## src/hw/rtl/frls_ram.sv

```systemverilog
// ----------------------------------------------------------------------------
// frls_ram
// Generic simple dual-port RAM, one write port, one registered read port.
// ----------------------------------------------------------------------------
`default_nettype none

module frls_ram #(
  parameter int WIDTH = 16,
  parameter int DEPTH = 256
) (
  input  wire logic                     clk,
  input  wire logic                     we,
  input  wire logic [$clog2(DEPTH)-1:0] waddr,
  input  wire logic [WIDTH-1:0]         wdata,
  input  wire logic [$clog2(DEPTH)-1:0] raddr,
  output      logic [WIDTH-1:0]         rdata
);

  logic [WIDTH-1:0] mem [DEPTH];

  always_ff @(posedge clk) begin
    if (we) begin
      mem[waddr] <= wdata;
    end
    rdata <= mem[raddr];
  end

endmodule

`default_nettype wire

```

## config.mk

```make
export PLATFORM = sky130hd
export DESIGN_NAME = frls_ram
export DESIGN_NICKNAME = d
export VERILOG_FILES = /design/src/hw/rtl/frls_ram.sv
export SDC_FILE = /design/constraint.sdc
export NUM_CORES = 2
export LEC_CHECK = 0
export BUFFER_PORTS_ARGS = -buffer_cell sky130_fd_sc_hd__buf_4
export CORE_MARGIN = 2
export CORE_UTILIZATION = 60
export DETAILED_ROUTE_END_ITERATION = 7
export GPL_ROUTABILITY_DRIVEN = 0
export PLACE_DENSITY_LB_ADDON = 0.08
export SYNTH_ARGS = -nofsm -noshare
export SYNTH_HDL_FRONTEND = slang
export SYNTH_SLANG_ARGS = --single-unit
```

## constraint.sdc

```tcl
create_clock -name clk -period 6.15 [get_ports clk]
set_input_delay 0.615 -clock clk [delete_from_list [all_inputs] [get_ports clk]]
set_output_delay 0.615 -clock clk [all_outputs]
set_load 0.02 [all_outputs]
```

Yosys cells after proc, flatten, opt, wreduce, memory -nomap -nowiden
Memories as Yosys holds them, arrays and structs flattened. A register that Yosys moved wholly into a read port is not among the register bits.
Index checks and enable logic that the tools add are counted.
Cells by class
  mux-type cells: 2
Operator list (number)
  1-bit two-way mux: 2
Storage, ports and cells
  register bits after elaboration: 0
  bits in writable memories: 4096
  input bits: 34
  output and inout port bits: 16
  word-level logic and storage cells: 3
  memories kept: 1
Memories
  mem: depth 256, width 16, rd ports 1, clocked after memory_dff 1, write ports 1, RTL line 19  | logic [WIDTH-1:0] mem [DEPTH];

Depth between registers and ports, before layout
  depth in word-level cells: 2
  depth in mapped cells: 12
  mapped depth without buffers: 6

Least setup slack after synthesis
Ideal clock, no wire load.
  path type: input -> register
  start point: input waddr[3]
  end point: memory mem[235][0] (enable)
  library setup time: 388 ps
  arrival: 2392 ps
  required time: 5762 ps
  path slack: 3370 ps
  stages on the path: 6
  path buffers: 3
  cell sequence: clkbuf_1 > nor2b_1 > clkbuf_1 > nand4_1 > clkbuf_1 > nor2_1
RTL lines
  from (decl): RTL line 13  | input wire logic [$clog2(DEPTH)-1:0] waddr,
  to (decl): RTL line 19
Straight into the memory's write port.

==> results.sh <==
export IMPL_outcome="complete, but fails checks"
export IMPL_violations="slew limit"
export IMPL_htreeDepth=5
export IMPL_drv_slew=57
export IMPL_critPathTopFamily="simple AND/OR/NAND/NOR gates"
export IMPL_die_y_microns=518
export IMPL_root_buffer="clkbuf_16"
export IMPL_firstDrtPassIters=6
export IMPL_netlist_top_cells_area="edfxtp_1 (77%), mux4_2 (11%), mux2i_1 (3.6%)"
export IMPL_routed_wl_microns=413000
export IMPL_synth_fp_nets=7394
export IMPL_ys_seq_elements=4112
export IMPL_mostFrequentLayoutCells="edfxtp_1 (4096), mux4_2 (797), mux2i_1 (565), clkbuf_16 (411), buf_4 (391)"
export IMPL_slowest_delay_ps=620
export IMPL_rrSetupSlack_ps=3130
export IMPL_syn_inst=7360
export IMPL_critPathKind="in2reg"
export IMPL_worstHoldPathType="in2reg"
export IMPL_drive_gt1_share_pct=24.5
export IMPL_pin_count=50
export IMPL_post_cts_resized=0
export IMPL_numCtsBuffers=405
export IMPL_synth_top_area_share_pct=77.5
export IMPL_via_count=79700
export IMPL_synth_avg_cell_area_sq_um=21.6
export IMPL_grt_pass1_vias=77500
export IMPL_final_net_count=7794
export IMPL_crit_path_end_kind="flip-flop"
export IMPL_drv_cap=0
export IMPL_r2r_start="mem[139][10]"
export IMPL_final_common_cell="edfxtp_1"
export IMPL_synthDistinctLibCells=52
export IMPL_fin_worst_skew_ps=37.8
export IMPL_r2r_end="rdata[10]"
export IMPL_p_leak_nw=56.3
export IMPL_dr_wl_met3_microns=42100
export IMPL_track_usage_pct=30.7
export IMPL_met2_wirelength_microns=193000
export IMPL_cts_tree="yes"
export IMPL_critPathArrivalTime_ps=4790
export IMPL_report_power_total_w=0.0577
export IMPL_tightest_slew_ps=1540
export IMPL_ys_warn_count=0
export IMPL_power_density_nw_per_um2=325
export IMPL_fp_row_count=188
export IMPL_dp_hpwl_microns=240000
export IMPL_rsz0062_at_grt="no"
export IMPL_yosysSeqAreaShare_pct=77.7
export IMPL_cpMaxStageDelayCell="a22oi_1"
export IMPL_initial_core_util_pct=60.4
export IMPL_grt_max_degree=189
export IMPL_ff2ff_path_depth=7
export IMPL_worstHoldStart="wdata[1]"
export IMPL_viasPerCell=6.86
export IMPL_grt_ovfl_total=0
export IMPL_synthFlopType="edfxtp_1"
export IMPL_grt_first_pass_wirelength_microns=585000
export IMPL_fillers=16700
export IMPL_die_width_microns=518
export IMPL_crit_path_start_kind="input pin"
export IMPL_clk_pin_slew_worst_paths_ps=60
export IMPL_drcViolationCount=0
export IMPL_ant_nets=0
export IMPL_fmax_mhz=252
export IMPL_netlist_area_sq_um=159000
export IMPL_cts_hold_buf=0
export IMPL_wl_met1_microns=163000
export IMPL_grt_antenna_before_repair=28
export IMPL_drtIter0Drc=11200
export IMPL_clk_latency_ps=940
export IMPL_clock_sinks=4112
export IMPL_max_slew_margin_pct=-2.43
export IMPL_synth_edf_count=4096
export IMPL_post_synth_top_area_cell="edfxtp_1"
export IMPL_syn_to_final_growth_pct=11.7
export IMPL_whs_path_depth=1
export IMPL_wl_per_cell_microns=35.6
export IMPL_synthArstFlopShare_pct=0
export IMPL_crit_chain="buf_8 -> nand2b_4 -> buf_4 -> o221ai_1 -> o22ai_1 -> a22oi_1 -> nand3_1 -> nor4_1"
export IMPL_finalCritPeriodShare_pct=64.6
export IMPL_vdd_drop_max_v=0.000287
export IMPL_cts_buffer_depth=4
export IMPL_finalHoldViolCount=0
export IMPL_crit_path_max_fanout=58
export IMPL_postCtsSetupBuffers=0
export IMPL_top_layer="met5"
export IMPL_period_needed_ps=3970
export IMPL_hold_path_endpoint="mem[245][1]"
export IMPL_port_buffers=49
export IMPL_finalSetupViolCount=0
export IMPL_core_area_sq_um=263000
export IMPL_worstPathRequired_ps=6960
export IMPL_path_buf_inv=2
export IMPL_dieArea_sq_um=269000
export IMPL_tns_ps=0
[synthesized netlist by cell type, types with 17 or more instances]
master	instances
buf_1	27
o221ai_1	252
o21ai_0	37
nand4_1	26
mux2i_1	565
a221oi_1	28
clkbuf_1	230
buf_4	26
nand2_1	38
buf_2	76
nor3_1	92
nor4_1	17
a22oi_1	43
mux4_2	797
a22o_1	32
nor2_1	304
a21oi_1	175
a211oi_1	18
mux2_2	88
edfxtp_1	4096
buf_6	77
nand3_1	35
o22ai_1	148
o32ai_1	20
[power by group]
| part | leakage [nW] | internal, W | switching (W) | total (W) |
|---|---|---|---|---|
| logic | 13.1 | 0.000959 | 0.00191 | 0.00287 |
| registers | 36.9 | 0.0309 | 0.0000572 | 0.0310 |
| clock network | 6.23 | 0.0135 | 0.0103 | 0.0238 |
[layout make-up]
cell class | instances | area [sq um] | share of cell area, %
antenna | 9 | 22.5 | 0.0127
clock buffer | 503 | 10700 | 6.06
clock inverter | 233 | 1950 | 1.10
inverter | 4 | 27.5 | 0.0155
multi-input combinational | 2792 | 32900 | 18.6
sequential | 4112 | 123000 | 69.5
tap | 3515 | 4400 | 2.48
timing repair buffer | 445 | 3920 | 2.21
[flip-flops by register name (all words and copies together) (netlist names)]
signal  cells
mem      4096
rdata      16
[layer usage]
layer / up-vias / GRT usage, %
met4: 20 / 9.96
met1: 42400 / 45.8
li1: 32100 / -
met5: - / 0
met3: 655 / 5.76
met2: 4501 / 46.6
[through the flow]
step / util [%] / instances / area [sq um] / setup WS [ps] / hold slack (ps)
detailed placement: 62.6 / 10900 / 165000 / 1400 / 1040
CTS: 67.5 / 11600 / 177000 / 2380 / 87.3
global route: 67.5 / 11600 / 177000 / 2250 / 138
global placement: 62.6 / 10900 / 165000 / 1390 / 1050
floorplan: - / 7360 / 159000 / 3370 / 714
finish: 67.5 / 11600 / 177000 / 2180 / 107
[kinds of logic (layout without fill, tap and decap cells)]
kind of cell / Yosys count / count (layout) / share of synthesized area [%]
simple gates: 556 / 556 / 1.57
buf+inv: 456 / 1185 / 1.69
flops: 4112 / 4112 / 77.7
other cells: 0 / 9 / 0
mux: 1450 / 1450 / 15.5
compound gates: 786 / 786 / 3.54
[worst max-delay path by stage]
| stage | start | endpoint | cells after the start |
|---|---|---|---|
| after floorplan | waddr[3] | mem[235][0] | 6 |
| after global placement | raddr[0] | rdata[5] | 9 |
| after detailed placement | raddr[1] | rdata[7] | 10 |
| after CTS | raddr[1] | rdata[7] | 10 |
| after global routing | raddr[1] | rdata[9] | 8 |
| final | raddr[1] | rdata[0] | 8 |
(Power assumes the default switching activity.)
