$ cat config.mk
export PLATFORM = sky130hd
export DESIGN_NAME = frls_cfg
export DESIGN_NICKNAME = d
export VERILOG_FILES = /design/src/hw/rtl/frls_pkg.sv /design/src/hw/rtl/frls_cfg.sv
export SDC_FILE = /design/constraint.sdc
export NUM_CORES = 1
export LEC_CHECK = 0
export CORE_MARGIN = 4
export CORE_UTILIZATION = 35
export DETAILED_ROUTE_END_ITERATION = 10
export DONT_BUFFER_PORTS = 1
export PLACE_DENSITY = 0.5
export SKIP_CTS_REPAIR_TIMING = 1
export SLEW_MARGIN = 20
export SYNTH_ARGS = -nofsm -noshare
export SYNTH_HDL_FRONTEND = slang
export SYNTH_SLANG_ARGS = --single-unit
$ cat constraint.sdc
create_clock -name clk -period 7.7 [get_ports clk]
set_clock_uncertainty 0.1 [all_clocks]
set_input_delay 1.54 -clock clk [delete_from_list [all_inputs] [get_ports clk]]
set_output_delay 1.54 -clock clk [all_outputs]
set_load 0.05 [all_outputs]
$ cat src/hw/rtl/frls_pkg.sv
// ----------------------------------------------------------------------------
// frls_pkg
// Shared types and constants of the flash record log slot store.
// ----------------------------------------------------------------------------
`default_nettype none

package frls_pkg;

  localparam logic [15:0] ERASED       = 16'hFFFF;
  localparam int          RESULT_LIMIT = 32;
  localparam int          SLOT_CAP     = 256;

  localparam int CFG_AW = 1;
  localparam int CFG_DW = 9;

  localparam logic [CFG_AW-1:0] REG_SLOT_WORDS = 1'b0;
  localparam logic [CFG_AW-1:0] REG_SLOT_COUNT = 1'b1;

  localparam logic [5:0] SLOT_WORDS_RST = 6'd8;
  localparam logic [8:0] SLOT_COUNT_RST = 9'd32;

  localparam logic [1:0] ST_OK     = 2'd0;
  localparam logic [1:0] ST_ERASED = 2'd1;
  localparam logic [1:0] ST_DROP   = 2'd2;
  localparam logic [1:0] ST_NONE   = 2'd3;

  typedef struct packed {
    logic [5:0] w;
    logic [8:0] n;
  } eff_t;

endpackage

`default_nettype wire

$ cat src/hw/rtl/frls_cfg.sv
// ----------------------------------------------------------------------------
// frls_cfg
// Configuration registers and the effective slot size and slot count.
// ----------------------------------------------------------------------------
`default_nettype none

module frls_cfg #(
  parameter int STORE_WORDS    = 256,
  parameter int MAX_SLOT_WORDS = 32
) (
  input  wire logic                        clk,
  input  wire logic                        rst_n,
  input  wire logic                        cfg_we,
  input  wire logic [frls_pkg::CFG_AW-1:0] cfg_addr,
  input  wire logic [frls_pkg::CFG_DW-1:0] cfg_wdata,
  output      frls_pkg::eff_t              eff
);

  import frls_pkg::*;

  localparam int W1   = (MAX_SLOT_WORDS < RESULT_LIMIT) ? MAX_SLOT_WORDS : RESULT_LIMIT;
  localparam int WCAP = (W1 < STORE_WORDS) ? W1 : STORE_WORDS;
  localparam int TIW  = $clog2(RESULT_LIMIT);

  logic [5:0] slot_words_r;
  logic [8:0] slot_count_r;
  logic [8:0] fit_tbl [RESULT_LIMIT];
  logic [5:0] w_c;
  logic [8:0] n_c;
  logic [8:0] fit_c;

  always_ff @(posedge clk) begin
    if (!rst_n) begin
      slot_words_r <= SLOT_WORDS_RST;
      slot_count_r <= SLOT_COUNT_RST;
    end else if (cfg_we) begin
      case (cfg_addr)
        REG_SLOT_WORDS: slot_words_r <= cfg_wdata[5:0];
        REG_SLOT_COUNT: slot_count_r <= cfg_wdata[8:0];
        default:        slot_words_r <= slot_words_r;
      endcase
    end
  end

  for (genvar g = 0; g < RESULT_LIMIT; g++) begin : g_fit
    localparam int Q = STORE_WORDS / (g + 1);
    localparam int F = (Q > SLOT_CAP) ? SLOT_CAP : Q;
    assign fit_tbl[g] = 9'(F);
  end

  always_comb begin
    w_c = slot_words_r;
    if (slot_words_r == 6'd0) begin
      w_c = 6'd1;
    end else if (slot_words_r > 6'(WCAP)) begin
      w_c = 6'(WCAP);
    end
    fit_c = fit_tbl[TIW'(w_c - 6'd1)];
    n_c   = slot_count_r;
    if (slot_count_r == 9'd0) begin
      n_c = 9'd1;
    end else if (slot_count_r > 9'(SLOT_CAP)) begin
      n_c = 9'(SLOT_CAP);
    end
    if (n_c > fit_c) begin
      n_c = fit_c;
    end
  end

  assign eff.w = w_c;
  assign eff.n = n_c;

endmodule

`default_nettype wire

-- Word-level counts from Yosys, hierarchy flattened
Memory sizes are Yosys's and may differ from the RTL's.
Index checks and enable logic that the tools add are counted.
- multiply operators: 0
- divide/modulo/power cells: 0
- muxes and demuxes: 7
- magnitude comparators: 4
- reduce and logical (&&, ||, !) cells: 4
- equal/unequal tests: 0
- shift-type cells: 0
- $add $sub $neg: 1
- bitwise logic cells: 2
- operators with widths (cell ; number):
    2-to-1 mux 9 bit ; 5
    2-to-1 mux 6 bit ; 2
    > comparator 9 bit ; 1
    > comparator 9 bit (second input constant) ; 1
    logical NOT 9 bit ; 1
    greater-or-equal comparator 6 bit (second input constant) ; 1
    > comparator 6 bit (second input constant) ; 1
    logical NOT 6 bit ; 1
    NOT 5 -> 6 bit ; 1
    subtractor 5 x 1 -> 5 bit (second input constant) ; 1
    AND reduction 2 bit ; 2
    NOT 1 bit ; 1
- memory bits (read-only): 288
- flip-flop bits (word level): 15
- bits in writable memories: 0
- bits in latches: 0
- memories kept: 1
- output and inout bits: 15
- input port bits: 13
- word-level logic and storage cells: 21
- memory list (memory ; words ; bits a word ; read ports ; clocked after Yosys merged registers in ; write ports ; line ; RTL):
    (no name shown) ; 32 ; 9 ; 1 ; 0 ; 0 ; frls_cfg.sv:58 ; fit_c = fit_tbl[TIW'(w_c - 6'd1)];

-- Depth between registers and ports, before layout
Gate-level depths: netlist (run 1).
- word-level depth: 10
- gate-level depth with buffers: 17
- gate-level depth less buffers: 15

-- Worst setup path after synthesis (run 1)
OpenSTA, ideal clock, no wires.
- path kind: reg2out
- from: register slot_words_r[4]
- to: output eff[0] (netlist bit)
- slack: 1300 ps
- stages on the path, launching flop included: 14
- data arrival time: 4760 ps
- path buffers: 2
- required time: 6060 ps
- cells stage by stage: dfxtp_1 -> or2_1 -> or3_1 -> a21oi_1 -> ha_1 -> clkbuf_1 -> nor2_1 -> or3_1 -> ha_1 -> a2111o_1 -> o21ai_0 -> a21oi_1 -> buf_2 -> mux2i_1
- RTL lines (element ; line ; RTL):
    start, declared ; frls_cfg.sv:25 ; logic [5:0] slot_words_r;
    start signal, assigned ; frls_cfg.sv:38 ; REG_SLOT_WORDS: slot_words_r <= cfg_wdata[5:0];
    start signal, assigned ; frls_cfg.sv:40 ; default: slot_words_r <= slot_words_r;
    end, declared ; frls_cfg.sv:16 ; output frls_pkg::eff_t eff

==> flow_summary.toml, run 1 <==
[synth]
synth_commonest_cells = "30 x nand2_1, 17 x inv_1, 15 x dfxtp_1"
synth_enable_flop_cells = 0
synth_area_per_cell_um2 = 7.41
synth_cell_type_count = 40
synth_ff_type = "dfxtp_1"
yosysWarningCount = 0
synthCells = 191
yosysSeqAreaShare_pct = 21.2
yosysMostFrequentCell = "nand2_1"
synth_area_um2 = 1420
netlist.top_cell.by_area = "dfxtp_1"
synthesis.nets = 216
ys_async_sr_fraction_pct = 0
ys_top_cells_by_area = "dfxtp_1 21%, ha_1 11%, mux2i_1 9.2%"
synth_seq_cells = 15
top_cell_type_s_share_of_synthesized_area_pct = 21.2

[global_route]
number_of_global_route_vias_before_repair = 1219
wire_length_of_the_first_global_routing_pass_um = 5720
met2_resource_use_gr_pct = 22.6
grt_util_met3_pct = 3.09
initial_antenna_violation_count = 0
grt_util_met1_pct = 17.9
overflow = 0
grt.total_usage_pct = 13.7
grt.busiest_layer = "met2"
maximum_number_of_pins_on_one_net_before_global_route_repair = 18

[floorplan]
core_area_um2 = 3770
initial_standard_cell_utilization_of_the_core_pct = 37.5
die-height_um = 71.6
fp.dieW_um = 71.6
core.rowCount = 22
fp.dieArea_um2 = 5120
ios = 28

[timing]
finalCriticalPeriod_ns = 6.43
timing_hold_violations_final = 0
fin_worst_hold_slack_ns = 0.372
rsz_0062_raised_after_global_routing = "false"
timing.final.max_slew_violations = 0
worst_slew_margin_rel_pct = 29.0
tns_ns = 0
final.period_utilization_pct = 83.5
max_slew.worst_pin.slew_ns = 1.06
clock.fmax_mhz = 156
setup_viol = 0

[setup_path]
critical_path.reg2reg.startpoint = "slot_words_r[0]"
regToRegEndpoint = "slot_words_r[0]"
timing.critical_path.from_type = "register"
regToRegSetupSlack_ns = 6.56
critical_path_type = "reg -> out"
arrival_ns = 4.79
cp_max_fanout = 11
required_ns = 6.06
worstSetupEndpointType = "primary output"
worst_setup_path_startpoint = "slot_words_r[3]"
reg2regPathDepth = 4

[route]
avgViaCountPerCell = 5.30
detail_route.first_pass.iterations = 4
drt_iter0_markers = 78
ant_nets = 0
routed_wirelength_um = 3480
via_count = 1278
wire_per_inst_um = 14.4
post-route-drc-count = 0

[job]
maxCapViolations = 0

[cts]
tritoncts = "built"
cts-root-buf = "clkbuf_8"
number_of_cts_inserted_buffers = 3
max-clock-path-buffers = 2
cts-htree-levels = 1
clock_latency_ns = 0.25
cts_sinks = 15
clk_pin_slew_ns = 0.06

[placed_design]
numPortBuffers = 0
gp_congestion = 0.841
post-dp-hpwl_um = 2840

[status]
outcome = "finished, final reports clean"

[layout]
layout-drive-gt1-share_pct = 10.4
antenna-diode-count = 0
fillers = 420
final_net_count = 219
areaGrowthSynthToFinish_pct = 8.84

[hold_path]
hold_start = "slot_count_r[0]"
min_path_cells = 2
hold_class = "reg -> reg"
destination_of_the_worst_hold_path = "slot_count_r[0]"

[pwr]
vdd_drop_max_uv = 90.1
total_power_mw = 0.291
power.density_cell_area_nw_per_um2 = 189
total_leakage_power_nw = 0.687
==> state kept, by name, indices dropped and copies added (netlist names) <==
signal        count
slot_count_r      9
slot_words_r      6
==> cells by family after synthesis <==
family	synth area share [%]
compound gates	23.7
fa+ha+maj	10.6
buf+inv	8.40
flops	21.2
mux	9.99
simple gates	26.1
==> final cells by class <==
class,count,area [um^2],share of cell area [%]
inverters,17,63.8,4.14
well taps,48,60.1,3.90
clock buffers,4,45.0,2.92
flip-flops and latches,15,300,19.5
repair buffers,10,75.1,4.87
multi-input cells,147,996,64.7
==> through the flow <==
stage | std cells | util [%] | setup slack [ns] | cell area (um^2)
after global placement | 237 | 39.6 | 1.66 | 1500
after global routing | 241 | 40.8 | 0.998 | 1540
after CTS | 241 | 40.8 | 1.31 | 1540
after floorplan | 191 | - | 1.30 | 1420
after detailed placement | 237 | 39.6 | 1.60 | 1500
final | 241 | 40.8 | 1.27 | 1540
==> report_power, final <==
| group | switching [mW] | internal [mW] | leakage [nW] |
|---|---|---|---|
| clock network | 0.0260 | 0.0366 | 0.0228 |
| registers | 0.00602 | 0.0815 | 0.123 |
| logic | 0.0913 | 0.0496 | 0.541 |
==> layout by cell type (no fill, tap or decap), types with 8 or more instances in the layout <==
cell / Yosys / final
nand2_1: 30 / 30
nor2b_1: 12 / 12
dfxtp_1: 15 / 15
a21boi_0: 9 / 9
ha_1: 12 / 12
buf_4: 0 / 10
a21oi_1: 12 / 12
nor2_1: 8 / 8
inv_1: 17 / 17
mux2i_1: 13 / 13
==> worst max path at each step <==
stage	end	slack [ns]
2_1_floorplan	eff[0]	1.30
6_report	eff[5]	1.27
3_5_place_dp	eff[5]	1.60
3_3_place_gp	eff[5]	1.66
4_1_cts	eff[5]	1.31
5_1_grt	eff[7]	1.0
==> worst max-delay path: stages (launching register included) <==
cell and delay [ns]:
dfxtp_1 0.41, or2_1 0.31, or3_1 0.34, a21oi_1 0.16, buf_4 0.23, ha_1 0.42
inv_1 0.07, o21ai_0 0.17, a221oi_1 0.10, nor3_1 0.30, inv_1 0.08, ha_1 0.18
nand2b_1 0.14, a21oi_1 0.15, o21ai_0 0.09, a21oi_1 0.84, mux2_2 0.55
==> metal layers <==
layer  share of wire (%)  wire length [um]  vias up
li1                    -                 -      666
met1                  47              1630      579
met2                  46              1600       30
met3                 6.3               221        3
met4                0.86                30        0
met5                   0                 0        -
No activity file was read; power rests on OpenSTA's default activity.
==> inputs of run 2 (changes only) <==
Settings changed: ABC_AREA set to 1.
Clock period 7.7 ns to 6.7 ns, I/O delays scaled along.
==> flow_summary.toml, run 2 <==
[synth]
synth_cell_type_count = 31
synth_ff_type = "dfxtp_1"
ys_async_sr_fraction_pct = 0
synth_enable_flop_cells = 0
synth_seq_cells = 15
ys_top_cells_by_area = "dfxtp_1 22%, nand2_1 14%, ha_1 11%"
top_cell_type_s_share_of_synthesized_area_pct = 22.1
synthCells = 211
synthesis.nets = 236
synth_area_per_cell_um2 = 6.43
yosysMostFrequentCell = "nand2_1"
synth_area_um2 = 1360
netlist.top_cell.by_area = "dfxtp_1"
synth_commonest_cells = "50 x nand2_1, 25 x inv_1, 20 x nor2_1"
yosysSeqAreaShare_pct = 22.1
yosysWarningCount = 0

[status]
outcome = "finished, final reports clean"

[global_route]
maximum_number_of_pins_on_one_net_before_global_route_repair = 17
grt.total_usage_pct = 13.9
overflow = 0
wire_length_of_the_first_global_routing_pass_um = 5760
number_of_global_route_vias_before_repair = 1284
initial_antenna_violation_count = 0

[timing]
tns_ns = 0
clock.fmax_mhz = 175
setup_viol = 0
fin_worst_hold_slack_ns = 0.372
max_slew.worst_pin.slew_ns = 0.834
final.period_utilization_pct = 85.5
rsz_0062_raised_after_global_routing = "false"
worst_slew_margin_rel_pct = 44.4
timing.final.max_slew_violations = 0
timing_hold_violations_final = 0
finalCriticalPeriod_ns = 5.73

[setup_path]
critical_path_type = "reg -> out"
critPathTopFamily = "simple AND/OR/NAND/NOR gates"
cp_cell_sequence = "o21ai_2, inv_4, ha_1, inv_1, nand3_1, nor2_1, nor2_1, nand2_1, inv_1, ha_1, nand2_1, nor4b_1, nand4_1, nand2_1, inv_1, or2_1, nand2_1"
critical_path_buffer_and_inverter_count = 4
worstSetupEndpointType = "primary output"
timing.critical_path.from_type = "register"
required_ns = 5.26
cp_max_fanout = 16
timing.critical_path.slowest_cell_delay_ns = 0.77
critPathMostFrequentCell = "nand2_1"
highest_delay_cell_along_the_critical_path = "o21ai_2"
arrival_ns = 4.29

[cts]
cts-htree-levels = 1
tritoncts = "built"
max-clock-path-buffers = 2
cts-root-buf = "clkbuf_8"
clk_pin_slew_ns = 0.06
cts_sinks = 15
number_of_cts_inserted_buffers = 3
clock_latency_ns = 0.24

[pwr]
power.density_cell_area_nw_per_um2 = 263
vdd_drop_max_uv = 131
total_leakage_power_nw = 0.719

[floorplan]
die-height_um = 70.3
fp.dieW_um = 70.3
ios = 28
core.rowCount = 22
core_area_um2 = 3720
fp.dieArea_um2 = 4940
initial_standard_cell_utilization_of_the_core_pct = 36.5

[route]
via_count = 1287
drt_iter0_markers = 74
wire_per_inst_um = 12.1
avgViaCountPerCell = 4.86
ant_nets = 0
detail_route.first_pass.iterations = 4
routed_wirelength_um = 3220
post-route-drc-count = 0

[layout]
areaGrowthSynthToFinish_pct = 10.1
instances_no_fill = 265
utilization_pct = 40.2
most_common_cell_after_layout_fill_and_taps_aside = "nand2_1"
final_net_count = 243
top_reg_by_flops = "slot_count_r"
final-seq-area_um2 = 300
antenna-diode-count = 0
fillers = 398
largestRegisters = "slot_count_r (9), slot_words_r (6)"
multi_input_area_um2 = 923
layout-drive-gt1-share_pct = 14.3
largest_register_ffs = 9
layout.cells.most_common_list = "50 x nand2_1, 25 x inv_1, 20 x nor2_1"

[job]
maxCapViolations = 0

[placed_design]
dp.cells = 261
gp_congestion = 0.815
post-dp-hpwl_um = 2700
numPortBuffers = 0

[hold_path]
hold_class = "reg -> reg"
run 2: cell types whose count changed after synthesis, sizes merged, moves of 3 or more:
cell,delta
nand2,+27
o21ai,+20
nand3,+14
nor2,+14
mux2i,-13
nor2b,-12
inv,+10
a21boi,-9
clkbuf,-5
nand2b,-4
nor3,-4
a211oi,-3
run 2: final timing paths:
| check | from | endpoint | slack (ns) | cells past startpoint |
|---|---|---|---|---|
| worst max-delay path | slot_words_r[5] | eff[0] | 0.97 | 17 |
| worst min-delay path | slot_count_r[7] | slot_count_r[7] | 0.37 | 2 |
| worst max register to register | slot_words_r[5] | slot_words_r[5] | 5.39 | 2 |
| worst min register to register | slot_count_r[7] | slot_count_r[7] | 0.37 | 2 |
run 2: worst reg2reg max path, delay by kind of cell (launching register included):
family	cells	cell delay, ns
compound gates	1	0.17
flops	1	0.76
buf+inv	1	0.21
run 2: per-stage QoR:
step	cell area (um^2)	power [mW]	setup WS [ns]
2_1_floorplan	1360	0.288	1.24
3_3_place_gp	1450	0.323	1.33
3_5_place_dp	1450	0.326	1.23
4_1_cts	1490	0.398	0.967
5_1_grt	1490	0.425	0.634
6_report	1490	0.393	0.974
run 2: kinds of logic after synthesis:
| kind of cell | Yosys count | share of synthesized area [%] |
|---|---|---|
| and+or+nand+nor | 104 | 38.4 |
| AOI/OAI and AO/OA | 46 | 18.6 |
| buffers and inverters | 34 | 9.78 |
| DFF | 15 | 22.1 |
| adders and majority gates | 12 | 11.1 |
run 2: metal layers:
metal / routed length [um] / GRT usage (%) / part of all wire, %
met3: 141 / 2.88 / 4.4
met1: 1570 / 18.7 / 49
met4: 29 / 3.83 / 0.90
met2: 1480 / 22.5 / 46
met5: 0 / 0 / 0
run 2: area by class of cell:
class / count / share of cell area, %
Sequential cell: 15 / 20.1
Inverter: 29 / 7.54
Tap cell: 48 / 4.02
Multi-Input combinational cell: 162 / 61.8
Clock buffer: 4 / 3.02
Timing Repair Buffer: 7 / 3.52
run 2: power breakdown:
part,internal [mW],switching (mW),total [mW]
Clock,0.0420,0.0278,0.0698
Sequential,0.0953,0.00531,0.101
Combinational,0.0592,0.163,0.223
Total,0.197,0.196,0.393
