<file path="src/hw/rtl/frls_pkg.sv">
// ----------------------------------------------------------------------------
// frls_pkg
// Shared types and constants of the flash record log slot store.
// ----------------------------------------------------------------------------
`default_nettype none

package frls_pkg;

  localparam logic [15:0] ERASED       = 16'hFFFF;
  localparam int          RESULT_LIMIT = 32;
  localparam int          SLOT_CAP     = 256;

  localparam int CFG_AW = 1;
  localparam int CFG_DW = 9;

  localparam logic [CFG_AW-1:0] REG_SLOT_WORDS = 1'b0;
  localparam logic [CFG_AW-1:0] REG_SLOT_COUNT = 1'b1;

  localparam logic [5:0] SLOT_WORDS_RST = 6'd8;
  localparam logic [8:0] SLOT_COUNT_RST = 9'd32;

  localparam logic [1:0] ST_OK     = 2'd0;
  localparam logic [1:0] ST_ERASED = 2'd1;
  localparam logic [1:0] ST_DROP   = 2'd2;
  localparam logic [1:0] ST_NONE   = 2'd3;

  typedef struct packed {
    logic [5:0] w;
    logic [8:0] n;
  } eff_t;

endpackage

`default_nettype wire

</file>
<file path="src/hw/rtl/frls_ctrl.sv">
// ----------------------------------------------------------------------------
// frls_ctrl
// Sequencer: clear pass, slot scans, erase sweep, word write and read-out.
// ----------------------------------------------------------------------------
`default_nettype none

module frls_ctrl #(
  parameter int STORE_WORDS = 256
) (
  input  wire logic                           clk,
  input  wire logic                           rst_n,
  input  wire frls_pkg::eff_t                 eff,
  input  wire logic                           in_tvalid,
  output      logic                           in_tready,
  input  wire logic                           in_func,
  input  wire logic [15:0]                    in_word,
  input  wire logic                           in_eor,
  output      logic                           out_valid,
  input  wire logic                           out_tready,
  output      logic [15:0]                    out_word,
  output      logic [7:0]                     out_slot,
  output      logic [1:0]                     out_status,
  output      logic                           out_last,
  output      logic                           mem_we,
  output      logic [$clog2(STORE_WORDS)-1:0] mem_waddr,
  output      logic [15:0]                    mem_wdata,
  output      logic [$clog2(STORE_WORDS)-1:0] mem_raddr,
  input  wire logic [15:0]                    mem_rdata
);

  import frls_pkg::*;

  localparam int AW = $clog2(STORE_WORDS);
  localparam int BW = AW + 1;
  localparam int PW = 15;

  typedef enum logic [8:0] {
    S_CLEAR    = 9'b000000001,
    S_IDLE     = 9'b000000010,
    S_FIND     = 9'b000000100,
    S_LAST     = 9'b000001000,
    S_ERASE    = 9'b000010000,
    S_APPEND   = 9'b000100000,
    S_RD_ISSUE = 9'b001000000,
    S_RD_WAIT  = 9'b010000000,
    S_NOTF     = 9'b100000000
  } state_t;

  state_t        state_r, state_nxt;
  logic [AW-1:0] sweep_r, sweep_nxt;
  logic          iss_on_r, iss_on_nxt;
  logic          p_valid_r, p_valid_nxt;
  logic          hit_r, hit_nxt;
  logic          record_open_r, record_open_nxt;
  logic [7:0]    write_slot_r, write_slot_nxt;
  logic [5:0]    write_offset_r, write_offset_nxt;
  logic          out_valid_r, out_valid_nxt;

  logic [15:0]   word_r, word_nxt;
  logic          eor_r, eor_nxt;
  logic [1:0]    status_r, status_nxt;
  logic [8:0]    slot_r, slot_nxt;
  logic [5:0]    off_r, off_nxt;
  logic [BW-1:0] base_r, base_nxt;
  logic [8:0]    p_slot_r, p_slot_nxt;
  logic [BW-1:0] p_base_r, p_base_nxt;
  logic          p_first_r, p_first_nxt;
  logic          p_lastw_r, p_lastw_nxt;
  logic          clean_r, clean_nxt;
  logic [7:0]    hit_slot_r, hit_slot_nxt;
  logic [BW-1:0] hit_base_r, hit_base_nxt;
  logic [5:0]    k_r, k_nxt;
  logic [15:0]   out_word_r, out_word_nxt;
  logic [7:0]    out_slot_r, out_slot_nxt;
  logic [1:0]    out_status_r, out_status_nxt;
  logic          out_last_r, out_last_nxt;

  logic [5:0]    w_m1;
  logic [8:0]    n_m1;
  logic [AW-1:0] iss_addr;
  logic [AW-1:0] rd_addr;
  logic [PW-1:0] wr_prod;
  logic          wr_ok;
  logic          slot_clean;
  logic          p_end;
  logic          p_final;
  logic          out_free;
  logic          accept;
  logic          emit;

  assign w_m1       = eff.w - 6'd1;
  assign n_m1       = eff.n - 9'd1;
  assign iss_addr   = AW'(base_r + BW'(off_r));
  assign rd_addr    = AW'(hit_base_r + BW'(k_r));
  assign wr_prod    = PW'(write_slot_r) * PW'(eff.w) + PW'(write_offset_r);
  assign wr_ok      = ({1'b0, write_slot_r} < eff.n) && (write_offset_r < eff.w);
  assign slot_clean = (mem_rdata == ERASED) && (p_first_r || clean_r);
  assign p_end      = p_valid_r && p_lastw_r;
  assign p_final    = p_end && (p_slot_r == n_m1);
  assign out_free   = !out_valid_r || out_tready;
  assign in_tready  = (state_r == S_IDLE);
  assign accept     = in_tvalid && in_tready;

  always_comb begin
    state_nxt        = state_r;
    sweep_nxt        = sweep_r;
    iss_on_nxt       = iss_on_r;
    p_valid_nxt      = p_valid_r;
    hit_nxt          = hit_r;
    record_open_nxt  = record_open_r;
    write_slot_nxt   = write_slot_r;
    write_offset_nxt = write_offset_r;
    out_valid_nxt    = out_valid_r && !out_tready;
    word_nxt         = word_r;
    eor_nxt          = eor_r;
    status_nxt       = status_r;
    slot_nxt         = slot_r;
    off_nxt          = off_r;
    base_nxt         = base_r;
    p_slot_nxt       = p_slot_r;
    p_base_nxt       = p_base_r;
    p_first_nxt      = p_first_r;
    p_lastw_nxt      = p_lastw_r;
    clean_nxt        = clean_r;
    hit_slot_nxt     = hit_slot_r;
    hit_base_nxt     = hit_base_r;
    k_nxt            = k_r;
    out_word_nxt     = out_word_r;
    out_slot_nxt     = out_slot_r;
    out_status_nxt   = out_status_r;
    out_last_nxt     = out_last_r;
    mem_we           = 1'b0;
    mem_waddr        = sweep_r;
    mem_wdata        = ERASED;
    mem_raddr        = '0;
    emit             = 1'b0;

    // shared scan pipeline: issue one address a cycle, check one word a cycle
    if (state_r == S_FIND || state_r == S_LAST) begin
      mem_raddr   = iss_addr;
      p_valid_nxt = iss_on_r;
      if (iss_on_r) begin
        p_slot_nxt  = slot_r;
        p_base_nxt  = base_r;
        p_first_nxt = (off_r == 6'd0);
        p_lastw_nxt = (off_r == w_m1);
        if (off_r == w_m1) begin
          off_nxt  = 6'd0;
          base_nxt = base_r + BW'(eff.w);
          slot_nxt = slot_r + 9'd1;
          if (slot_r == n_m1) begin
            iss_on_nxt = 1'b0;
          end
        end else begin
          off_nxt = off_r + 6'd1;
        end
      end
      if (p_valid_r) begin
        clean_nxt = slot_clean;
      end
    end

    case (state_r)
      S_CLEAR, S_ERASE: begin
        mem_we    = 1'b1;
        sweep_nxt = sweep_r + AW'(1);
        if (sweep_r == AW'(STORE_WORDS - 1)) begin
          if (state_r == S_CLEAR) begin
            state_nxt = S_IDLE;
          end else begin
            write_slot_nxt   = 8'd0;
            write_offset_nxt = 6'd0;
            record_open_nxt  = 1'b1;
            status_nxt       = ST_ERASED;
            state_nxt        = S_APPEND;
          end
        end
      end
      S_IDLE: begin
        if (accept) begin
          word_nxt    = in_word;
          eor_nxt     = in_eor;
          status_nxt  = ST_OK;
          slot_nxt    = 9'd0;
          off_nxt     = 6'd0;
          base_nxt    = '0;
          iss_on_nxt  = 1'b1;
          p_valid_nxt = 1'b0;
          hit_nxt     = 1'b0;
          if (in_func) begin
            state_nxt = S_LAST;
          end else if (!record_open_r) begin
            state_nxt = S_FIND;
          end else begin
            state_nxt = S_APPEND;
          end
        end
      end
      S_FIND: begin
        if (p_end && slot_clean) begin
          write_slot_nxt   = p_slot_r[7:0];
          write_offset_nxt = 6'd0;
          record_open_nxt  = 1'b1;
          state_nxt        = S_APPEND;
        end else if (p_final) begin
          sweep_nxt = '0;
          state_nxt = S_ERASE;
        end
      end
      S_LAST: begin
        if (p_end && !slot_clean) begin
          hit_nxt      = 1'b1;
          hit_slot_nxt = p_slot_r[7:0];
          hit_base_nxt = p_base_r;
        end
        if (p_final) begin
          k_nxt = 6'd0;
          if (hit_r || !slot_clean) begin
            state_nxt = S_RD_ISSUE;
          end else begin
            state_nxt = S_NOTF;
          end
        end
      end
      S_APPEND: begin
        if (out_free) begin
          emit           = 1'b1;
          out_word_nxt   = 16'd0;
          out_slot_nxt   = write_slot_r;
          out_status_nxt = wr_ok ? status_r : ST_DROP;
          out_last_nxt   = 1'b1;
          if (wr_ok) begin
            mem_we           = 1'b1;
            mem_waddr        = wr_prod[AW-1:0];
            mem_wdata        = word_r;
            write_offset_nxt = write_offset_r + 6'd1;
          end
          record_open_nxt = record_open_r && !eor_r;
          state_nxt       = S_IDLE;
        end
      end
      S_RD_ISSUE: begin
        mem_raddr = rd_addr;
        state_nxt = S_RD_WAIT;
      end
      S_RD_WAIT: begin
        mem_raddr = rd_addr;
        if (out_free) begin
          emit           = 1'b1;
          out_word_nxt   = mem_rdata;
          out_slot_nxt   = hit_slot_r;
          out_status_nxt = ST_OK;
          out_last_nxt   = (k_r == w_m1);
          if (k_r == w_m1) begin
            state_nxt = S_IDLE;
          end else begin
            k_nxt     = k_r + 6'd1;
            state_nxt = S_RD_ISSUE;
          end
        end
      end
      S_NOTF: begin
        if (out_free) begin
          emit           = 1'b1;
          out_word_nxt   = 16'd0;
          out_slot_nxt   = 8'd0;
          out_status_nxt = ST_NONE;
          out_last_nxt   = 1'b1;
          state_nxt      = S_IDLE;
        end
      end
      default: begin
        state_nxt = S_CLEAR;
        sweep_nxt = '0;
      end
    endcase

    if (emit) begin
      out_valid_nxt = 1'b1;
    end
  end

  always_ff @(posedge clk) begin
    if (!rst_n) begin
      state_r        <= S_CLEAR;
      sweep_r        <= '0;
      iss_on_r       <= 1'b0;
      p_valid_r      <= 1'b0;
      hit_r          <= 1'b0;
      record_open_r  <= 1'b0;
      write_slot_r   <= 8'd0;
      write_offset_r <= 6'd0;
      out_valid_r    <= 1'b0;
    end else begin
      state_r        <= state_nxt;
      sweep_r        <= sweep_nxt;
      iss_on_r       <= iss_on_nxt;
      p_valid_r      <= p_valid_nxt;
      hit_r          <= hit_nxt;
      record_open_r  <= record_open_nxt;
      write_slot_r   <= write_slot_nxt;
      write_offset_r <= write_offset_nxt;
      out_valid_r    <= out_valid_nxt;
    end
  end

  always_ff @(posedge clk) begin
    word_r       <= word_nxt;
    eor_r        <= eor_nxt;
    status_r     <= status_nxt;
    slot_r       <= slot_nxt;
    off_r        <= off_nxt;
    base_r       <= base_nxt;
    p_slot_r     <= p_slot_nxt;
    p_base_r     <= p_base_nxt;
    p_first_r    <= p_first_nxt;
    p_lastw_r    <= p_lastw_nxt;
    clean_r      <= clean_nxt;
    hit_slot_r   <= hit_slot_nxt;
    hit_base_r   <= hit_base_nxt;
    k_r          <= k_nxt;
    out_word_r   <= out_word_nxt;
    out_slot_r   <= out_slot_nxt;
    out_status_r <= out_status_nxt;
    out_last_r   <= out_last_nxt;
  end

  assign out_valid  = out_valid_r;
  assign out_word   = out_word_r;
  assign out_slot   = out_slot_r;
  assign out_status = out_status_r;
  assign out_last   = out_last_r;

  a_emit_free: assert property (@(posedge clk) disable iff (!rst_n)
    emit |-> (!out_valid_r || out_tready))
    else $error("result loaded over a pending word");

  a_we_state: assert property (@(posedge clk) disable iff (!rst_n)
    mem_we |-> (state_r == S_CLEAR || state_r == S_ERASE || state_r == S_APPEND))
    else $error("store written outside clear, erase or append");

  a_accept_busy: assert property (@(posedge clk) disable iff (!rst_n)
    accept |=> !in_tready)
    else $error("input taken while an item is in work");

  a_open_src: assert property (@(posedge clk) disable iff (!rst_n)
    $rose(record_open_r) |-> $past(state_r == S_FIND || state_r == S_ERASE))
    else $error("record opened without a slot search");

  a_off_bound: assert property (@(posedge clk) disable iff (!rst_n)
    write_offset_r <= 6'(RESULT_LIMIT))
    else $error("write offset past slot size limit");

endmodule

`default_nettype wire

</file>
<file path="config.mk">
export PLATFORM = sky130hd
export DESIGN_NAME = frls_ctrl
export DESIGN_NICKNAME = d
export VERILOG_FILES = /design/src/hw/rtl/frls_pkg.sv /design/src/hw/rtl/frls_ctrl.sv
export SDC_FILE = /design/constraint.sdc
export NUM_CORES = 1
export LEC_CHECK = 0
export BUFFER_PORTS_ARGS = -buffer_cell sky130_fd_sc_hd__buf_2
export CAP_MARGIN = 25
export CORE_ASPECT_RATIO = 2
export CORE_MARGIN = 5
export CORE_UTILIZATION = 55
export CTS_CLUSTER_SIZE = 30
export DETAILED_ROUTE_END_ITERATION = 16
export GPL_TIMING_DRIVEN = 0
export PLACE_DENSITY_LB_ADDON = 0.25
export SLEW_MARGIN = 20
export SYNTH_ARGS = -nofsm -noshare
export SYNTH_HDL_FRONTEND = slang
export SYNTH_SLANG_ARGS = --single-unit
</file>
<file path="constraint.sdc">
create_clock -name clk -period 8.7 [get_ports clk]
set_input_delay 2.175 -clock clk [delete_from_list [all_inputs] [get_ports clk]]
set_output_delay 2.175 -clock clk [all_outputs]
set_load 0.01 [all_outputs]
</file>
After elaboration in Yosys (flattened, before gate mapping)
Index checks and enable logic that the tools add are counted.
{ "op_classes": {"add_sub_neg": 11, "reduce_logical": 44, "bitwise_logic": 1, "n_lt_le_gt_ge": 2, "n_eq_ne": 30, "n_mul": 1, "n_mux": 95} }
{ "op_table": {"columns": ["cell", "count"], "rows": [
  ["9-bit 2-to-1 mux", 18],
  ["8-bit 2-to-1 mux", 13],
  ["6-bit 2-to-1 mux", 16],
  ["16-bit 2-to-1 mux", 5],
  ["9-bit one-hot mux with 7 select lines", 1],
  ["8-bit one-hot mux with 3 select lines", 2],
  ["16-bit one-hot mux with 2 select lines", 1],
  ["8-bit by 6-bit adder with 8-bit output", 3],
  ["1-bit 2-to-1 mux", 22],
  ["2-bit inequality test, second input constant", 10],
  ["6-bit by 1-bit adder with 6-bit output, second input constant", 3],
  ["9-bit == test", 2],
  ["6-bit one-hot mux with 3 select lines", 1],
  ["16-bit == test, second input constant", 1],
  ["8-bit one-hot mux with 2 select lines", 1],
  ["4-bit AND reduction", 4],
  ["2-bit 2-to-1 mux", 7],
  ["6-bit == test", 2],
  ["6-bit one-hot mux with 2 select lines", 1],
  ["6-bit AND reduction", 2],
  ["2-bit nonzero test", 5],
  ["9-bit by 1-bit adder with 9-bit output, second input constant", 1],
  ["9-bit by 6-bit adder with 9-bit output", 1],
  ["9-bit by 1-bit == test with 1-bit output, second input constant", 1],
  ["other kinds (34)", 61]
]} }
{ "totals": {"elab_cells": 211, "input_bits": 53, "register_bits": 148, "out_inout_bits": 62} }

Longest topological paths before layout
Gate-level depths: netlist of the first run.
{ "depth": {"depth_word": 8, "mapped_depth": 16, "depth_no_buf": 15} }

Worst setup path after synthesis of the first run
Ideal clock, no wire load.
{ "synth_timing": {"path_kind": "input -> output", "startpoint": "in eff[11] in the netlist's numbering", "endpoint": "out mem_waddr[7]", "cell_stages": 15, "arrival_ps": 5606, "required_time_ps": 6525, "slack_ps": 919, "path_buffers": 1, "path_cell_list": "clkbuf_1 nand2_1 fa_1 fa_1 inv_1 fa_1 inv_1 fa_1 inv_1 ha_1 inv_1 o21bai_1 a21oi_1 xnor2_1 o21ai_0"} }
{ "synth_via": {"elab_chain_cells": 5} }
{ "synth_rtl": {"columns": ["item", "line_no", "text"], "rows": [
  ["start, declared", "frls_ctrl.sv:12", "input wire frls_pkg::eff_t eff,"],
  ["8-bit by 6-bit multiplier with 8-bit output / 6-bit less-than comparator (equally long branches)", "frls_ctrl.sv:95, frls_ctrl.sv:96", null],
  ["8-bit by 6-bit adder with 8-bit output / 1-bit logical AND (equally long branches)", "frls_ctrl.sv:95, frls_ctrl.sv:96", null],
  ["8-bit 2-to-1 mux *", "frls_ctrl.sv:232", "if (wr_ok) begin"],
  ["8-bit 2-to-1 mux *", "frls_ctrl.sv:226", "if (out_free) begin"],
  ["8-bit 2-to-1 mux *", "frls_ctrl.sv:163", "case (state_r)"],
  ["end, declared", "frls_ctrl.sv:25", "output logic [$clog2(STORE_WORDS)-1:0] mem_waddr,"]
]} }
Mark *: on every way between the ends. The rest lies on a longest branch, timed or not.

Worst setup path after layout of the first run
{ "layout_timing": {"startpoint": "in eff[9] in the netlist's numbering", "endpoint": "out mem_waddr[7]"} }
The elaborated chain is that of the path after synthesis.

==> results.json, run 1 <==
{
  "place_area_um2": 9530,
  "dpl.hpwl_mm": 15.7,
  "hold_class": "reg -> reg",
  "regToRegEndpoint": "slot_r[7]$_DFF_P_",
  "fin_util": 0.649,
  "hold_path_depth": 0,
  "path_class": "in -> out",
  "slew_headroom": 0.448,
  "grt.overflow.total": 0,
  "hold_buffers": 0,
  "pwr_density_cell_nw_per_um2": 177,
  "async_reset_ff_frac": 0,
  "period_minus_slack_ns": 8.35,
  "tightest_slew_ns": 0.819,
  "setup_total_negative_slack_ns": 0,
  "drive_gt1_frac": 0.200,
  "netlist_area_um2": 8670,
  "layout_commonest_cell": "buf_2",
  "cap_viol_max_count": 0,
  "cts_buffer_depth": 2,
  "port_buffers": 113,
  "grt_pass1_wl_mm": 33.6,
  "mostFrequentLayoutCells": "buf_2 (120), edfxtp_1 (87), nor2_1 (72)",
  "postRouteWirelength_mm": 20.4,
  "fin_crit_sh": 0.960,
  "syn_inst": 839,
  "post-place-cells": 1156,
  "slew_viol_final": 0,
  "setup.worst_path.end_class": "primary output",
  "worstSetupStartpointType": "input pin",
  "synthFlopType": "edfxtp_1",
  "io_pins": 115,
  "pre_cts_ws_ns": 0.327,
  "clk_pin_slew_ns": 0.06,
  "syn-num-nets": 965,
  "ys_warn_count": 0,
  "finalHoldViolations": 0,
  "initial_utilization": 0.555,
  "grt_pass1_vias": 6754,
  "yosysUniqueCellTypes": 73,
  "place_congestion": 0.939,
  "die_y_um": 188,
  "wire_per_inst_um": 17.1,
  "ys_ff_latch": 146,
  "nFillCells": 1254,
  "cts-buffers-inserted": 17,
  "max_freq_ghz": 0.120,
  "cts_sinks": 146,
  "drt_first_pass_iters": 5,
  "grt_max_degree": 29,
  "cp_max_fo": 10,
  "rows": 65,
  "setup_viol_count_final": 0,
  "vias": 6669,
  "reg2reg_from": "state_r[5]$_SDFFE_PN0P_",
  "finClkSkew_ns": 0.00863,
  "crit_arrival_ns": 6.18,
  "yosysSeqAreaShare": 0.437,
  "coreArea_um2": 15600,
  "cts_setup_buffers": 0,
  "viasPerCell": 5.61,
  "worst_slack_ns": 0.347,
  "drtIter0Drc": 359,
  "cts_tree": "done",
  "synth_edf_count": 87,
  "outcome": "finished, final reports clean",
  "peakVddDrop_mv": 0.131,
  "htreeDepth": 4,
  "hold_end": "hit_base_r[6]$_DFFE_PP_",
  "detail-route-antenna-nets": 0,
  "finalInstanceArea_um2": 10100,
  "reg2reg_slack_ns": 5.66,
  "dieArea_um2": 18500,
  "required_ns": 6.53,
  "rsz0062_at_grt": "false",
  "multi_input_area_um2": 4560,
  "worstHoldStart": "p_base_r[6]$_DFFE_PP_",
  "chipWidth_um": 98.8,
  "postSynthAreaPerCell_um2": 10.3,
  "antenna_cells": 0,
  "ctsResizeCount": 0,
  "instances_no_fill": 1188,
  "nets": 1100,
  "ff_latch_area_um2": 3790,
  "clk_latency_ns": 0.42,
  "reg2reg_depth": 9,
  "cts-root-buf": "clkbuf_16",
  "drc_errors": 0,
  "area_growth_pct": 16.9,
  "p_leak_nw": 4.27,
  "grt_antenna_before_repair": 0,
  "track_usage": 0.227
}
registers in the layout (all words and copies together), names as in the netlist, 2 cells and up:
register / count
state_r: 9
base_r: 8
word_r: 16
hit_base_r: 8
out_slot: 8
out_status: 2
p_base_r: 8
sweep_r: 8
out_word: 16
write_offset_r: 6
k_r: 6
off_r: 6
hit_slot_r: 8
slot_r: 9
p_slot_r: 9
write_slot_r: 8
per-layer routing:
metal  GRT usage  vias up  part of all wire
li1            -     3245                 -
met1       0.267     3183              0.39
met2       0.401      209              0.52
met3      0.0395       32             0.055
met4      0.0947        0             0.032
met5           0        -                 0
cell families (layout without fill, tap and decap cells):
logic type,after synthesis,count (layout),synth area share
compound gates,142,142,0.108
xor+xnor,94,94,0.101
fa+ha+maj,73,73,0.122
buf+inv,83,231,0.0384
flops,146,146,0.437
mux,13,13,0.0156
simple gates,288,288,0.178
power by group:
part | internal [mW] | switching, mW
Combinational | 0.116 | 0.142
Clock | 0.449 | 0.305
Sequential | 0.749 | 0.0326
worst max path at each step:
stage / slack (ns) / to / startpoint
3_5_place_dp: 0.33 / mem_waddr[7] / eff[9]
3_3_place_gp: 0.40 / mem_waddr[7] / eff[9]
4_1_cts: 0.32 / mem_waddr[7] / eff[9]
5_1_grt: 0.02 / mem_waddr[7] / eff[9]
6_report: 0.35 / mem_waddr[7] / eff[9]
2_1_floorplan: 0.92 / mem_waddr[7] / eff[11]
critical path: stages:
cell and delay (ns):
buf_2 0.21, clkbuf_1 0.47, nand2_1 0.14, fa_1 0.46
fa_1 0.49, inv_1 0.06, fa_1 0.53, inv_1 0.05
fa_1 0.49, inv_1 0.04, ha_1 0.27, inv_1 0.10
o21bai_1 0.09, a21oi_1 0.18, xnor2_1 0.07, o21ai_0 0.17
buf_2 0.16
stage by stage:
step                      hold WS, ns  power (mW)
final                           0.419        1.79
after floorplan                 0.400       0.975
after detailed placement        0.405        1.05
after global placement          0.402        1.04
after global routing            0.425        1.87
after CTS                       0.418        1.80
cells in the mapped netlist, types with 3 or more instances:
| cell type | n | area, um2 |
|---|---|---|
| o22ai_1 | 9 | 56.3 |
| nor2b_1 | 4 | 25.0 |
| a21boi_0 | 3 | 22.5 |
| xor2_1 | 25 | 219 |
| xnor3_1 | 4 | 90.1 |
| and3_1 | 7 | 43.8 |
| and2_1 | 36 | 225 |
| nand2_1 | 55 | 206 |
| a22oi_1 | 9 | 67.6 |
| a21oi_1 | 35 | 175 |
| or2_2 | 17 | 106 |
| dfxtp_1 | 59 | 1180 |
| ha_1 | 54 | 676 |
| a22o_1 | 8 | 70.1 |
| nor3_1 | 17 | 85.1 |
| nand3_1 | 18 | 90.1 |
| nor2_1 | 72 | 270 |
| nand2b_1 | 9 | 56.3 |
| inv_1 | 51 | 191 |
| mux2i_1 | 9 | 90.1 |
| a21o_1 | 19 | 143 |
| a31o_2 | 3 | 26.3 |
| mux2_2 | 4 | 45.0 |
| nand4_1 | 16 | 100 |
| or3_1 | 5 | 31.3 |
| edfxtp_1 | 87 | 2610 |
| clkbuf_1 | 20 | 75.1 |
| buf_2 | 6 | 30.0 |
| and4_1 | 3 | 26.3 |
| o21ai_0 | 27 | 135 |
| nor4_1 | 6 | 37.5 |
| fa_1 | 19 | 380 |
| xnor2_1 | 65 | 569 |
| a31oi_1 | 7 | 43.8 |
area by class of cell:
type / instances / share of cell area
plain buffers: 31 / 0.0137
multi-input cells: 610 / 0.449
flip-flops and latches: 146 / 0.374
inverters: 52 / 0.0192
clock inverters: 14 / 0.0158
well taps: 201 / 0.0248
clock buffers: 18 / 0.0444
repair buffers: 116 / 0.0587
Note: power is estimated with default switching activity, not from simulation.
==> run 2: changes to the inputs <==
--- a/config.mk
+++ b/config.mk
@@ -14,6 +14,7 @@
 export DETAILED_ROUTE_END_ITERATION = 16
 export GPL_TIMING_DRIVEN = 0
 export PLACE_DENSITY_LB_ADDON = 0.25
+export REMOVE_ABC_BUFFERS = 1
 export SLEW_MARGIN = 20
 export SYNTH_ARGS = -nofsm -noshare
 export SYNTH_HDL_FRONTEND = slang
==> run 2 against run 1 <==
Net effect: core utilization fell by 1.0 points; clock power shrank 6.8%; design area is 1.6% lower; setup slack improved by 0.25 ns; clock-buffer cell count shrank 1; sequential cell count unchanged; register-to-register slack worse by 1.1 ns; non-clock buffer count is 29 lower; hold slack worse by 0.0052 ns; total power decreased by 3.5%; wire length fell by 1.9%; critical path type unchanged; largest cell class unchanged; highest routed layer unchanged.
==> results.json, run 2 (synthesized netlist as in run 1, its figures left out) <==
{
  "outcome": "finished, final reports clean",
  "hold_class": "reg -> reg",
  "worstHoldStart": "p_base_r[2]$_DFFE_PP_",
  "worstSetupStartpointType": "input pin",
  "slew_viol_final": 0,
  "initial_utilization": 0.555,
  "period_minus_slack_ns": 8.11,
  "track_usage": 0.223,
  "grt_pass1_wl_mm": 32.9,
  "chipWidth_um": 98.8,
  "finClkSkew_ns": 0.0149,
  "cts-root-buf": "clkbuf_16",
  "reg2reg_from": "state_r[8]$_SDFFE_PN0P_",
  "viasPerCell": 5.63,
  "tightest_slew_ns": 0.969,
  "cts_tree": "done",
  "cp_slowest_cell": "fa_1",
  "setup_viol_count_final": 0,
  "finalHoldViolations": 0,
  "cts-buffers-inserted": 17,
  "cts_sinks": 146,
  "holdWs_ns": 0.414,
  "hold_path_depth": 0,
  "cpPeakStageDelay_ns": 0.57,
  "required_ns": 6.53,
  "clk_pin_slew_ns": 0.07,
  "ctsResizeCount": 0,
  "detail-route-antenna-nets": 0,
  "critPathLaunch": "eff[12]",
  "clk_latency_ns": 0.44,
  "dpl.hpwl_mm": 14.8,
  "cap_viol_max_count": 0,
  "die_y_um": 188,
  "slew_headroom": 0.354,
  "rows": 65,
  "drt_first_pass_iters": 6,
  "path_cells": "buf_2 -> nand2_1 -> fa_1 -> fa_1 -> inv_1 -> fa_1 -> inv_1 -> fa_1 -> inv_1 -> ha_1 -> inv_1 -> o21bai_1 -> a21oi_1 -> xnor2_1 -> o21ai_0 -> buf_2",
  "reg2reg_depth": 6,
  "hold_buffers": 0,
  "worst_slack_ns": 0.594,
  "max_freq_ghz": 0.123,
  "place_area_um2": 9420,
  "grt.overflow.total": 0,
  "nFillCells": 1324,
  "rsz0062_at_grt": "false",
  "layout_commonest_cell": "buf_2",
  "dieArea_um2": 18500,
  "antenna_cells": 0,
  "io_pins": 115,
  "pre_cts_ws_ns": 0.587,
  "postRouteWirelength_mm": 20.0,
  "crit_arrival_ns": 5.93,
  "drc_errors": 0,
  "area_growth_pct": 15.0,
  "coreArea_um2": 15600,
  "place_congestion": 0.894,
  "nets": 1071,
  "vias": 6526,
  "port_buffers": 114,
  "fin_crit_sh": 0.932,
  "grt_pass1_vias": 6649,
  "drive_gt1_frac": 0.199,
  "cp_max_fo": 10,
  "cts_setup_buffers": 0,
  "mostFrequentLayoutCells": "buf_2 (115), edfxtp_1 (87), nor2_1 (71)",
  "cts_buffer_depth": 2,
  "setup_total_negative_slack_ns": 0,
  "peakVddDrop_mv": 0.125,
  "htreeDepth": 4,
  "setup.worst_path.end_class": "primary output",
  "grt_antenna_before_repair": 0,
  "pwr_density_cell_nw_per_um2": 173,
  "p_leak_nw": 4.18,
  "wire_per_inst_um": 17.2,
  "drtIter0Drc": 261,
  "path_class": "in -> out",
  "finalInstanceArea_um2": 9980,
  "grt_max_degree": 37
}
==> run 2: layout make-up <==
| class | instances | area [um2] | share of cell area |
|---|---|---|---|
| multi-input cells | 610 | 4570 | 0.458 |
| clock buffers | 17 | 425 | 0.0426 |
| flip-flops and latches | 146 | 3790 | 0.380 |
| clock inverters | 15 | 135 | 0.0135 |
| well taps | 201 | 251 | 0.0252 |
| inverters | 52 | 196 | 0.0197 |
| repair buffers | 118 | 606 | 0.0607 |
==> run 2: final timing paths <==
kind                                  end  slack, ns
setup / recovery             mem_waddr[7]       0.59
hold / removal    hit_base_r[2]$_DFFE_PP_       0.41
setup reg to reg        slot_r[7]$_DFF_P_       4.56
hold reg to reg   hit_base_r[2]$_DFFE_PP_       0.41
==> run 2: power by group <==
part           leakage [nW]  internal (mW)  switching, mW  total (mW)
Combinational          2.62          0.107          0.130       0.237
Sequential             1.29          0.749         0.0408       0.790
Clock                 0.270          0.378          0.324       0.702
Total                  4.18           1.23          0.496        1.73
==> run 2: per-layer routing <==
layer / GRT usage / part of all wire / vias to the layer above
met5: 0 / 0 / -
met4: 0.0878 / 0.026 / 0
met3: 0.0413 / 0.048 / 30
met2: 0.393 / 0.52 / 173
met1: 0.266 / 0.40 / 3134
li1: - / - / 3189
==> run 2: per-stage QoR <==
stage                     utilization  instances  power, mW
final                           0.639       1159       1.73
after global routing            0.639       1159       1.81
after CTS                       0.639       1159       1.74
after detailed placement        0.603       1127       1.04
after global placement          0.599       1123       1.03
after floorplan                     -        808      0.961
==> run 2: critical path, delay by kind of cell <==
family,cells,cell delay [ns]
fa+ha+maj,5,2.36
simple gates,1,0.13
buf+inv,6,0.71
compound gates,3,0.38
xor+xnor,1,0.17
==> run 3: changes to the inputs <==
--- a/config.mk
+++ b/config.mk
@@ -5,6 +5,7 @@
 export SDC_FILE = /design/constraint.sdc
 export NUM_CORES = 1
 export LEC_CHECK = 0
+export ABC_AREA = 1
 export BUFFER_PORTS_ARGS = -buffer_cell sky130_fd_sc_hd__buf_2
 export CAP_MARGIN = 25
 export CORE_ASPECT_RATIO = 2
==> run 3 against run 2 <==
Net effect: global-route usage increased by 2.3 points; register-to-register slack improved by 1.5 ns; sequential power increased by 7.3%; die area increased by 3.2%; non-clock buffer count decreased by 2; via count increased by 17%; design area increased by 3.2%; area after synthesis increased by 3.5%; clock-buffer cell count increased by 4; hold slack improved by 0.0088 ns; core utilization decreased by 0.26 points; synthesized cell count increased by 27%; critical path type unchanged; critical endpoint unchanged; highest routed layer unchanged.
==> results.json, run 3 <==
{
  "postSynthAreaPerCell_um2": 8.42,
  "reg2reg_slack_ns": 6.01,
  "detail-route-antenna-nets": 0,
  "ys_top_cells_by_area": "edfxtp_1 (29%), dfxtp_1 (13%), nand2_1 (8.6%)",
  "holdWs_ns": 0.422,
  "synth_edf_count": 87,
  "coreArea_um2": 16200,
  "path_class": "in -> out",
  "port_buffers": 114,
  "yosysUniqueCellTypes": 55,
  "hold_buffers": 0,
  "ctsResizeCount": 0,
  "p_total_mw": 2.10,
  "drtIter0Drc": 308,
  "clkPwrFrac": 0.331,
  "yosysTopAreaCell": "edfxtp_1",
  "worst_slack_ns": 0.607,
  "period_minus_slack_ns": 8.09,
  "p_leak_nw": 4.76,
  "slew_viol_final": 0,
  "reg2reg_depth": 14,
  "cts_sinks": 146,
  "cts-buffers-inserted": 17,
  "viasPerCell": 5.46,
  "grt_antenna_before_repair": 0,
  "chipWidth_um": 100,
  "finClkSkew_ns": 0.00732,
  "yosysMostFrequentCell": "nand2_1",
  "netlist_top_cells_count": "nand2_1 (206), inv_1 (149), nor2_1 (105)",
  "rsz0062_at_grt": "false",
  "switching_share": 0.347,
  "combinationalPowerShare": 0.266,
  "synth_top_area_frac": 0.291,
  "cts_buffer_depth": 2,
  "antenna_cells": 0,
  "pwr-share-seq": 0.403,
  "place_congestion": 0.936,
  "synthFlopType": "edfxtp_1",
  "hold_class": "reg -> reg",
  "async_reset_ff_frac": 0,
  "drive_gt1_frac": 0.171,
  "post-place-cells": 1368,
  "switchingPower_mw": 0.730,
  "cap_viol_max_count": 0,
  "worstHoldStart": "p_base_r[6]$_DFFE_PP_",
  "drc_errors": 0,
  "pre_cts_ws_ns": 0.582,
  "wire_per_inst_um": 16.2,
  "rows": 66,
  "ys_ff_latch": 146,
  "postRouteWirelength_mm": 22.7,
  "fin_util": 0.636,
  "area_growth_pct": 14.7,
  "mostFrequentLayoutCells": "nand2_1 (206), inv_1 (149), buf_2 (114)",
  "slew_headroom": 0.452,
  "yosysSeqAreaShare": 0.423,
  "dieArea_um2": 19100,
  "max_freq_ghz": 0.124,
  "cts-root-buf": "clkbuf_16",
  "fin_crit_sh": 0.930,
  "regToRegEndpoint": "write_offset_r[3]$_SDFFE_PN0P_",
  "nFillCells": 1470,
  "initial_utilization": 0.555,
  "finalHoldViolations": 0,
  "grt_max_degree": 27,
  "hold_path_depth": 0,
  "hold_end": "hit_base_r[6]$_DFFE_PP_",
  "die_y_um": 191,
  "dpl.hpwl_mm": 17.6,
  "grt.overflow.total": 0,
  "clk_pin_slew_ns": 0.06,
  "layout_commonest_cell": "nand2_1",
  "cts_tree": "done",
  "place_area_um2": 9740,
  "outcome": "finished, final reports clean",
  "peakVddDrop_mv": 0.171,
  "finalInstanceArea_um2": 10300,
  "pwr_density_cell_nw_per_um2": 204,
  "crit_arrival_ns": 5.92,
  "cp_max_fo": 5,
  "drt_first_pass_iters": 4,
  "track_usage": 0.246,
  "setup_viol_count_final": 0,
  "setup_total_negative_slack_ns": 0,
  "cts_setup_buffers": 0,
  "netlist_area_um2": 8980,
  "reg2reg_from": "state_r[0]$_SDFFE_PN1P_",
  "syn_inst": 1066,
  "grt_pass1_wl_mm": 36.5,
  "setup.worst_path.end_class": "primary output",
  "required_ns": 6.53,
  "ys_warn_count": 0,
  "worstSetupStartpointType": "input pin",
  "io_pins": 115,
  "htreeDepth": 4,
  "internal_power_mw": 1.37,
  "nets": 1309,
  "grt_pass1_vias": 7636,
  "vias": 7644,
  "clk_latency_ns": 0.43,
  "instances_no_fill": 1400,
  "tightest_slew_ns": 0.817
}
-- run 3: changes by cell type after synthesis, moves of 12 or more --
cell,delta
and2_1,-34
nor2_1,+33
a21oi_1,+27
nand2_1,+151
nand3_1,+44
a21o_1,-19
inv_2,+12
xnor2_1,-51
or2_1,+12
inv_1,+98
-- run 3: cells by family (layout without fill, tap and decap cells) --
kind of cell               count (synthesis)  count (layout)  share of synthesized area
and+or+nand+nor                          477             477                      0.247
buffers and inverters                    184             314                     0.0797
AOI/OAI and AO/OA                        143             143                     0.0912
xor gates and xnor gates                  43              43                     0.0420
DFF                                      146             146                      0.423
adders and majority gates                 73              73                      0.118
-- run 3: per-layer routing --
| metal | part of all wire | up-vias | track usage |
|---|---|---|---|
| met1 | 0.34 | 3567 | 0.229 |
| met3 | 0.046 | 93 | 0.0388 |
| li1 | - | 3749 | - |
| met5 | 0 | - | 0 |
| met2 | 0.56 | 235 | 0.474 |
| met4 | 0.058 | 0 | 0.160 |
-- run 3: how the worst max path moves through the flow --
stage / startpoint / to / slack, ns / depth (start not counted)
after CTS: eff[14] / mem_waddr[7] / 0.58 / 17
after global routing: eff[14] / mem_waddr[7] / 0.37 / 17
after detailed placement: eff[14] / mem_waddr[7] / 0.58 / 17
final: eff[14] / mem_waddr[7] / 0.61 / 17
after floorplan: eff[14] / mem_waddr[7] / 1.10 / 15
after global placement: eff[13] / mem_waddr[7] / 0.67 / 17
-- run 3: power by group through the flow --
stage | clock network, mW | logic, mW | registers [mW]
6_report | 0.697 | 0.561 | 0.848
5_1_grt | 0.736 | 0.631 | 0.853
4_1_cts | 0.706 | 0.560 | 0.847
3_5_place_dp | 0 | 0.551 | 0.861
3_3_place_gp | 0 | 0.543 | 0.859
2_1_floorplan | 0 | 0.405 | 0.849
-- run 3: worst max-delay path: stages --
cell and delay (ns):
buf_2 0.22, nand2_1 0.11, fa_1 0.53, fa_1 0.56
inv_1 0.06, fa_1 0.53, inv_1 0.06, fa_1 0.49
inv_1 0.04, ha_1 0.30, nand2_1 0.09, nand2_1 0.05
a21oi_1 0.16, xnor2_1 0.16, xnor2_1 0.14, a21oi_1 0.07
buf_2 0.16
-- run 3: area by class of cell --
cell class	instances	area, um2	area share
Inverter	166	632	0.0613
Timing Repair Buffer	116	586	0.0569
Tap cell	204	255	0.0248
Clock buffer	21	450	0.0437
Sequential cell	146	3790	0.368
Multi-Input combinational cell	736	4480	0.435
Clock inverter	11	105	0.0102
